[src/hdl/ctvs_pkg.sv]
package ctvs_pkg;

	// Filter coefficients, signed Q2.30.
	localparam logic signed [32:0] CoefDecay = 33'sd966367642;
	localparam logic signed [32:0] CoefKeep  = 33'sd1063004406;
	localparam logic signed [32:0] CoefNew   = 33'sd10737418;
	localparam int CoefShift = 30;

	localparam logic [30:0] ResetCruise = 31'd1677722;
	localparam logic [30:0] ResetStop   = 31'd335544;
	localparam logic [30:0] ResetFinish = 31'd16777;

	typedef enum logic [2:0] {
		CFG_GOAL_X = 3'd0,
		CFG_GOAL_Y = 3'd1,
		CFG_GOAL_Z = 3'd2,
		CFG_CRUISE = 3'd3,
		CFG_STOP   = 3'd4,
		CFG_FINISH = 3'd5
	} cfg_idx_t;

	typedef enum logic [3:0] {
		OP_NONE,
		OP_LOAD,
		OP_DIFF,
		OP_SQ,
		OP_ROOT_INIT,
		OP_ROOT_STEP,
		OP_DECAY_MUL,
		OP_DECAY_ROUND,
		OP_DIV_MUL,
		OP_DIV_STEP,
		OP_DIV_FIX,
		OP_KEEP,
		OP_NEW,
		OP_VEL,
		OP_SPD,
		OP_FIN
	} dp_op_t;

	typedef enum logic [3:0] {
		ST_IDLE,
		ST_DIFF,
		ST_SQ,
		ST_ROOT_INIT,
		ST_ROOT,
		ST_AXIS,
		ST_DECAY,
		ST_DIV,
		ST_DIV_FIX,
		ST_KEEP,
		ST_NEW,
		ST_VEL,
		ST_SPD,
		ST_FIN,
		ST_OUT
	} state_t;

	typedef struct packed {
		dp_op_t     op;
		logic [1:0] axis;
		logic       out_load;
	} dp_cmd_t;

	typedef struct packed {
		logic far;
	} dp_stat_t;

	typedef struct packed {
		logic signed [31:0] goal_x;
		logic signed [31:0] goal_y;
		logic signed [31:0] goal_z;
		logic [30:0]        cruise_speed;
		logic [30:0]        stop_radius;
		logic [30:0]        finish_speed;
	} cfg_t;

	typedef struct packed {
		logic               finished;
		logic signed [31:0] vel_x;
		logic signed [31:0] vel_y;
		logic signed [31:0] vel_z;
	} res_t;

	// Drop the Q2.30 fraction, rounding to nearest with ties away from zero,
	// then saturate to 32 bits.
	function automatic logic signed [31:0] round_sat(input logic signed [64:0] v);
		logic [64:0] mag;
		logic [34:0] r;
		mag = v[64] ? 65'(-v) : 65'(v);
		r = 35'((mag + (65'd1 << (CoefShift - 1))) >> CoefShift);
		if (v[64]) begin
			round_sat = (r > 35'h0_8000_0000) ? 32'sh8000_0000 : 32'(35'd0 - r);
		end else begin
			round_sat = (r > 35'h0_7FFF_FFFF) ? 32'sh7FFF_FFFF : 32'(r);
		end
	endfunction

endpackage

[src/hdl/ctvs_ctrl.sv]
module ctvs_ctrl (
	input  logic                clk,
	input  logic                arst_n,
	input  logic                in_valid,
	output logic                in_ready,
	input  logic                out_free,
	input  ctvs_pkg::dp_stat_t  stat,
	output ctvs_pkg::dp_cmd_t   cmd
);

	ctvs_pkg::state_t state_q, state_d;
	logic [1:0] axis_q, axis_d;
	logic [4:0] cnt_q, cnt_d;

	always_ff @(posedge clk or negedge arst_n) begin
		if (!arst_n) begin
			state_q <= ctvs_pkg::ST_IDLE;
			axis_q  <= '0;
			cnt_q   <= '0;
		end else begin
			state_q <= state_d;
			axis_q  <= axis_d;
			cnt_q   <= cnt_d;
		end
	end

	// Next state.
	always_comb begin
		state_d = state_q;
		axis_d  = axis_q;
		cnt_d   = cnt_q;
		unique case (state_q)
			ctvs_pkg::ST_IDLE: begin
				if (in_valid) state_d = ctvs_pkg::ST_DIFF;
			end
			ctvs_pkg::ST_DIFF: begin
				state_d = ctvs_pkg::ST_SQ;
				axis_d  = '0;
			end
			ctvs_pkg::ST_SQ: begin
				if (axis_q == 2'd2) state_d = ctvs_pkg::ST_ROOT_INIT;
				else axis_d = axis_q + 2'd1;
			end
			ctvs_pkg::ST_ROOT_INIT: begin
				state_d = ctvs_pkg::ST_ROOT;
				cnt_d   = '0;
			end
			ctvs_pkg::ST_ROOT: begin
				cnt_d = cnt_q + 5'd1;
				if (cnt_q == 5'd31) begin
					state_d = ctvs_pkg::ST_AXIS;
					axis_d  = '0;
				end
			end
			ctvs_pkg::ST_AXIS: begin
				cnt_d   = '0;
				state_d = stat.far ? ctvs_pkg::ST_DIV : ctvs_pkg::ST_DECAY;
			end
			ctvs_pkg::ST_DECAY: state_d = ctvs_pkg::ST_KEEP;
			ctvs_pkg::ST_DIV: begin
				cnt_d = cnt_q + 5'd1;
				if (cnt_q == 5'd31) state_d = ctvs_pkg::ST_DIV_FIX;
			end
			ctvs_pkg::ST_DIV_FIX: state_d = ctvs_pkg::ST_KEEP;
			ctvs_pkg::ST_KEEP: state_d = ctvs_pkg::ST_NEW;
			ctvs_pkg::ST_NEW: state_d = ctvs_pkg::ST_VEL;
			ctvs_pkg::ST_VEL: begin
				if (axis_q == 2'd2) begin
					state_d = ctvs_pkg::ST_SPD;
					axis_d  = '0;
				end else begin
					state_d = ctvs_pkg::ST_AXIS;
					axis_d  = axis_q + 2'd1;
				end
			end
			ctvs_pkg::ST_SPD: begin
				if (axis_q == 2'd2) state_d = ctvs_pkg::ST_FIN;
				else axis_d = axis_q + 2'd1;
			end
			ctvs_pkg::ST_FIN: state_d = ctvs_pkg::ST_OUT;
			ctvs_pkg::ST_OUT: begin
				if (out_free) state_d = ctvs_pkg::ST_IDLE;
			end
			default: state_d = ctvs_pkg::ST_IDLE;
		endcase
	end

	// Outputs.
	always_comb begin
		cmd.op       = ctvs_pkg::OP_NONE;
		cmd.axis     = axis_q;
		cmd.out_load = 1'b0;
		in_ready     = 1'b0;
		unique case (state_q)
			ctvs_pkg::ST_IDLE: begin
				in_ready = 1'b1;
				if (in_valid) cmd.op = ctvs_pkg::OP_LOAD;
			end
			ctvs_pkg::ST_DIFF:      cmd.op = ctvs_pkg::OP_DIFF;
			ctvs_pkg::ST_SQ:        cmd.op = ctvs_pkg::OP_SQ;
			ctvs_pkg::ST_ROOT_INIT: cmd.op = ctvs_pkg::OP_ROOT_INIT;
			ctvs_pkg::ST_ROOT:      cmd.op = ctvs_pkg::OP_ROOT_STEP;
			ctvs_pkg::ST_AXIS: begin
				cmd.op = stat.far ? ctvs_pkg::OP_DIV_MUL : ctvs_pkg::OP_DECAY_MUL;
			end
			ctvs_pkg::ST_DECAY:     cmd.op = ctvs_pkg::OP_DECAY_ROUND;
			ctvs_pkg::ST_DIV:       cmd.op = ctvs_pkg::OP_DIV_STEP;
			ctvs_pkg::ST_DIV_FIX:   cmd.op = ctvs_pkg::OP_DIV_FIX;
			ctvs_pkg::ST_KEEP:      cmd.op = ctvs_pkg::OP_KEEP;
			ctvs_pkg::ST_NEW:       cmd.op = ctvs_pkg::OP_NEW;
			ctvs_pkg::ST_VEL:       cmd.op = ctvs_pkg::OP_VEL;
			ctvs_pkg::ST_SPD:       cmd.op = ctvs_pkg::OP_SPD;
			ctvs_pkg::ST_FIN:       cmd.op = ctvs_pkg::OP_FIN;
			ctvs_pkg::ST_OUT:       cmd.out_load = out_free;
			default:                cmd.op = ctvs_pkg::OP_NONE;
		endcase
	end

endmodule

[config.mk]
export PLATFORM = sky130hd
export DESIGN_NAME = ctvs_ctrl
export DESIGN_NICKNAME = d
export VERILOG_FILES = /design/src/hdl/ctvs_pkg.sv /design/src/hdl/ctvs_ctrl.sv
export SDC_FILE = /design/constraint.sdc
export NUM_CORES = 1
export LEC_CHECK = 0
export ABC_AREA = 0
export BUFFER_PORTS_ARGS = -buffer_cell sky130_fd_sc_hd__buf_2
export CAP_MARGIN = 40
export CORE_ASPECT_RATIO = 1.2
export CORE_MARGIN = 2
export CORE_UTILIZATION = 51
export CTS_CLUSTER_SIZE = 12
export DETAILED_ROUTE_END_ITERATION = 10
export HOLD_SLACK_MARGIN = 0.03
export PLACE_DENSITY_LB_ADDON = 0.1
export SLEW_MARGIN = 5
export SYNTH_ARGS = -nofsm -noshare
export SYNTH_HDL_FRONTEND = slang
export SYNTH_SLANG_ARGS = --single-unit
[constraint.sdc]
create_clock -name clk -period 1.9 [get_ports clk]
set_clock_uncertainty 0.1 [all_clocks]
set_input_delay 0.095 -clock clk [delete_from_list [all_inputs] [get_ports clk]]
set_output_delay 0.095 -clock clk [all_outputs]
set_load 0.03 [all_outputs]
* Yosys cells after proc, flatten, opt, wreduce, memory -nomap -nowiden
Index checks and enable logic that the tools add are counted.
** Word-level totals
- Register bits after elaboration :: 11
- Latch bits :: 0
- RAM bits :: 0
- ROM bits :: 0
- Input port bits :: 5
- Output and inout bits :: 8
- Logic and storage cells :: 56
- Memories :: 0
** Cells by class
- Add/sub/neg operators :: 2
- Multipliers :: 0
- Div/mod/pow operators :: 0
- $lt $le $gt $ge :: 0
- Equal/unequal tests :: 23
- Shift operators :: 0
- Mux-type cells :: 19
- Bitwise operators :: 0
- Reductions and logical operators :: 9
** Operator list (number)
- $pmux 4 s14 :: 2
- $mux 4 :: 8
- $eq 4x4->1 const B :: 7
- $eq 4x3->1 const B :: 4
- $ne 2x2->1 const B :: 7
- $pmux 5 s2 :: 1
- $eq 4x2->1 const B :: 2
- $pmux 2 s4 :: 1
- $reduce_or 2->1 :: 4
- $mux 2 :: 3
- $reduce_and 6->1 :: 1
- $add 5x1->5 const B :: 1
- $eq 5x5->1 const B :: 1
- $eq 4x1->1 const B :: 1
- $logic_not 4->1 :: 1
- $mux 1 :: 4
- $reduce_bool 4->1 :: 1
- $reduce_and 3->1 :: 1
- $add 2x1->2 const B :: 1
- $eq 2x2->1 const B :: 1
- $reduce_bool 2->1 :: 1

* Depth between registers and ports, before layout
- Depth in word-level cells :: 4
- Mapped depth :: 7
- Depth with buffers taken out :: 7

* Worst setup path after synthesis
Ideal clock, no wire load.
- Path kind :: register to output
- Start point :: reg state_q[1]
- End point :: out in_ready
- Arrival time :: 1.911 ns
- Data required time :: 1.705 ns
- Path slack :: -0.206 ns
- Stages on the path, launching flop included :: 5
- Path buffers :: 3
- Path through :: dfrtp_1 > buf_2 > buf_2 > buf_2 > nor4_1
** On the way
- Longest elaborated chain between the ends :: 2
** Ends and longest elaborated chain
- start, declared :: line ctvs_ctrl.sv:11 : ctvs_pkg::state_t state_q, state_d;
- start signal, assigned :: line ctvs_ctrl.sv:17 : state_q <= ctvs_pkg::ST_IDLE;
- start signal, assigned :: line ctvs_ctrl.sv:21 : state_q <= state_d;
- $logic_not 4->1 :: line ctvs_ctrl.sv:94 : unique case (state_q)
- $mux 1 :: line ctvs_ctrl.sv:94
- end, declared :: line ctvs_ctrl.sv:5 : output logic in_ready,
No other way between the ends.

* Final worst setup path
- Start point :: reg cnt_q[0]
- End point :: reg state_q[3]
** On the way
- Longest elaborated chain between the ends :: 3
- Elaborated cells on any way between the ends :: 4
- Those cells by class :: 3 x eq/ne; 1 x reduce/logical
** Ends and longest elaborated chain
- start, declared :: line ctvs_ctrl.sv:13 : logic [4:0] cnt_q, cnt_d;
- start signal, assigned :: line ctvs_ctrl.sv:23 : cnt_q <= cnt_d;
- $eq 5x5->1 * :: line ctvs_ctrl.sv:50, ctvs_ctrl.sv:62
- $ne 2x2->1 (no line)
- $reduce_and 6->1 (no line) *
Every way passes the cells marked *; elsewhere a longest branch is shown, timed or not.
A chain may end at the register's enable or synchronous reset.

==> key figures <==
Status
  – Status: complete, no violations

Synthesis
  – Yosys warns: 0
  – Syn_area_per_cell: 8.328 um^2
  – Synth area leaders: dfrtp_1 27%, ha_1 6.2%, a22oi_1 5.9%, a21oi_1 4.9%, buf_2 3.4%
  – Cell Area, Synth: 0.001016 mm^2
  – Synth top area share: 27.09%
  – FF+latch count, synth: 11
  – Synth Flop Type: dfrtp_1
  – Count of cell types in the netlist: 42
  – Sequential share of the synthesized area: 27.09%
  – Post-synth ARST share: 100.0%
  – Area leader, netlist: dfrtp_1
  – EDFF count, synth: 0
  – Post-Synthesis Cells: 122
  – Post-Syn Nets: 132

Job
  – # Max-Cap Violations: 0

Worst setup path
  – Worst path required time: 1.97 ns
  – R2R cell count: 7
  – CP bufs+invs: 0
  – Crit path capture type: flip-flop
  – Slowest CP cell: dfrtp_1
  – RR Startpoint: cnt_q[0]
  – Top delay family on crit path: compound AO/OA/AOI/OAI gates
  – Max FO, Critical Path: 3
  – Setup CP Type: reg2reg
  – Critical Path AT: 1.97 ns
  – Startpoint Class: flip-flop
  – Reg2Reg Setup Slack: 0.002 ns
  – Critical Path Max Stage Delay: 0.39 ns
  – CP Cell Sequence: ha_2 > and3_4 > ha_4 > mux2_4 > o32ai_4 > a211oi_2 > o32a_1
  – Reg2reg end: state_q[3]

STA
  – Worst hold margin: 0.1299 ns
  – Crit path time final: 1.898 ns
  – Slew HR: 73.72%
  – Slew Limit Fails: 0
  – RSZ-0062 raised after global routing: true
  – Fin crit share: 99.92%
  – Max Freq: 0.5268 GHz
  – Slew at the pin with the worst max-slew slack: 0.3901 ns
  – Endpoints failing hold: 0
  – Worst setup margin: 0.001588 ns
  – Setup violations, final: 0

Floorplan
  – Core Box Area: 0.001851 mm^2
  – Num rows: 17
  – IO Count: 13
  – Die Area: 0.002367 mm^2
  – Die X: 44.75 um
  – Die height: 52.90 um
  – Starting density of the core: 54.90%

Route
  – Vias per cell: 6.386
  – Vias: 1,060
  – Avg WL per Cell: 15.68 um
  – Routed wire length: 2603 um
  – Router iterations before antenna repair: 4
  – Remaining DRCs: 0
  – Initial drt markers: 31
  – Final ANT Viol Nets: 0

Global routing
  – Largest net degree at the start of global routing: 22
  – Vias in the first global route: 964
  – Gr ovfl total: 0
  – Gr usage total: 25.78%
  – Initial antenna violation count: 0
  – First-pass GRT wire length: 4395 um

Clocking
  – H-tree levels: 1
  – CTS Root Cell: clkbuf_4
  – CTS tree: done
  – Clock sinks: 11
  – Total CTS buffers: 3
  – Clock-pin slew on the worst setup and hold paths: 0.08 ns
  – Clk buf depth: 2
  – Worst skew pair latency: 0.28 ns

Pwr
  – Cell internal pwr: 0.001221 W
  – Worst VDD drop: 0.001235 V
  – Comb pwr share: 73.6%
  – Flop pwr share: 19.5%
  – Cell Pwr Density: 1941 mW/mm^2
  – Clk pwr share: 6.9%
  – P_sw: 0.001295 W
  – Leakage: 0.5357 nW
  – Sw frac: 51.48%

Placement
  – RePlAce Congestion: 0.8446
  – Post-placement worst setup slack: -0.07275 ns
  – DP Wirelength: 1909 um
  – IO buf count: 12

Layout
  – Share of post-route cells with drive strength above 1: 32.65%
  – FILL cells: 156
  – Antenna cells: 0
  – Layout area overhead: 27.59%
  – Nets: 158

Hold path
  – Tightest Hold Check Type: in2async
how the worst max path moves through the flow:
| stage | start | endpoint | slack, ns | depth (start not counted) |
|---|---|---|---|---|
| floorplan | cnt_q[0] | state_q[3] | -0.05 | 7 |
| finish | cnt_q[0] | state_q[3] | 0.002 | 7 |
| global route | cnt_q[0] | state_q[3] | -0.06 | 7 |
| detailed placement | cnt_q[1] | state_q[3] | -0.07 | 7 |
| global placement | cnt_q[1] | state_q[3] | -0.04 | 7 |
| CTS | cnt_q[0] | state_q[3] | 0.004 | 7 |
logic make-up after synthesis:
logic type | share of synthesized area (%)
AO/OA/AOI/OAI | 30.42
XOR/XNOR | 0.8622
adder cells (fa/ha/maj) | 6.158
buffers and inverters | 6.772
flip-flops | 27.09
multiplexers | 4.064
AND/OR/NAND/NOR | 24.63
synthesized netlist by cell type (all sizes together) (2+ instances only):
library cell / count
mux2i: 3
inv: 5
a21oi: 10
o21ai: 9
o211ai: 2
buf: 10
or3b: 2
ha: 5
dfrtp: 11
nand2b: 2
nor4: 3
nor3: 5
a31oi: 3
o32ai: 2
nand3: 3
nor3b: 2
a211oi: 2
nand3b: 2
a22oi: 8
nand2: 5
nor2: 7
nor2b: 5
what timing repair did:
item | in CTS | in global routing
pin swaps | 4 | 1
hold buffers | 1 | 0
endpoints found under the hold margin | 11 | 0
endpoints found under the setup margin | 4 | 7
gates resized for setup | 0 | 2
buffers inserted | 0 | 1
metal layers:
layer	routed length (um)	track usage, %	up-vias
met5	0	0	-
met4	52	12.12	0
met3	86	4.437	6
met2	1332	41.55	26
met1	1131	32.84	514
li1	-	-	514
cell type report:
| class | instances | area, um^2 | area share (%) |
|---|---|---|---|
| Sequential cell | 11 | 277.8 | 21.43 |
| Timing Repair Buffer | 32 | 225.2 | 17.37 |
| Inverter | 5 | 18.77 | 1.448 |
| Clock buffer | 4 | 26.28 | 2.027 |
| Tap cell | 19 | 23.77 | 1.834 |
| Multi-Input combinational cell | 95 | 724.4 | 55.89 |
sequential cells by signal, indices dropped and copies added (netlist names):
register,cells
axis_q,2
cnt_q,5
state_q,4
cells in the final DEF (no fill, tap or decap), drive strengths merged, types with 2 or more instances in the layout:
master and n:
nand2b 2, ha 5, mux2i 3, o32ai 2
nand3 3, nor2 7, o211ai 2, nor3 5
a31oi 3, nand3b 2, o21ai 9, nor4 3
nor3b 2, or3b 2, clkbuf 4, nor2b 5
inv 5, a22oi 8, dfrtp 11, a211oi 2
buf 31, a21oi 10, nand2 5
power groups by stage:
stage          logic (W)  registers [W]  clock network [W]
2_1_floorplan    0.00132       0.000449                  0
3_3_place_gp     0.00178       0.000480                  0
3_5_place_dp     0.00182       0.000486                  0
4_1_cts          0.00183       0.000483           0.000179
5_1_grt          0.00203       0.000507           0.000184
6_report         0.00185       0.000490           0.000174
per-stage QoR:
| step | power, W | TNS (ns) | util, % | area [um^2] | std cells |
|---|---|---|---|---|---|
| after floorplan | 0.001766 | -0.05809 | - | 1069 | 122 |
| after global placement | 0.002263 | -0.03501 | 67.55 | 1250 | 160 |
| after detailed placement | 0.002308 | -0.1003 | 67.55 | 1250 | 160 |
| after CTS | 0.002492 | 0 | 69.51 | 1286 | 165 |
| after global routing | 0.002721 | -0.1435 | 70.05 | 1296 | 166 |
| final | 0.002516 | 0 | 70.05 | 1296 | 166 |
(Power assumes the default switching activity.)
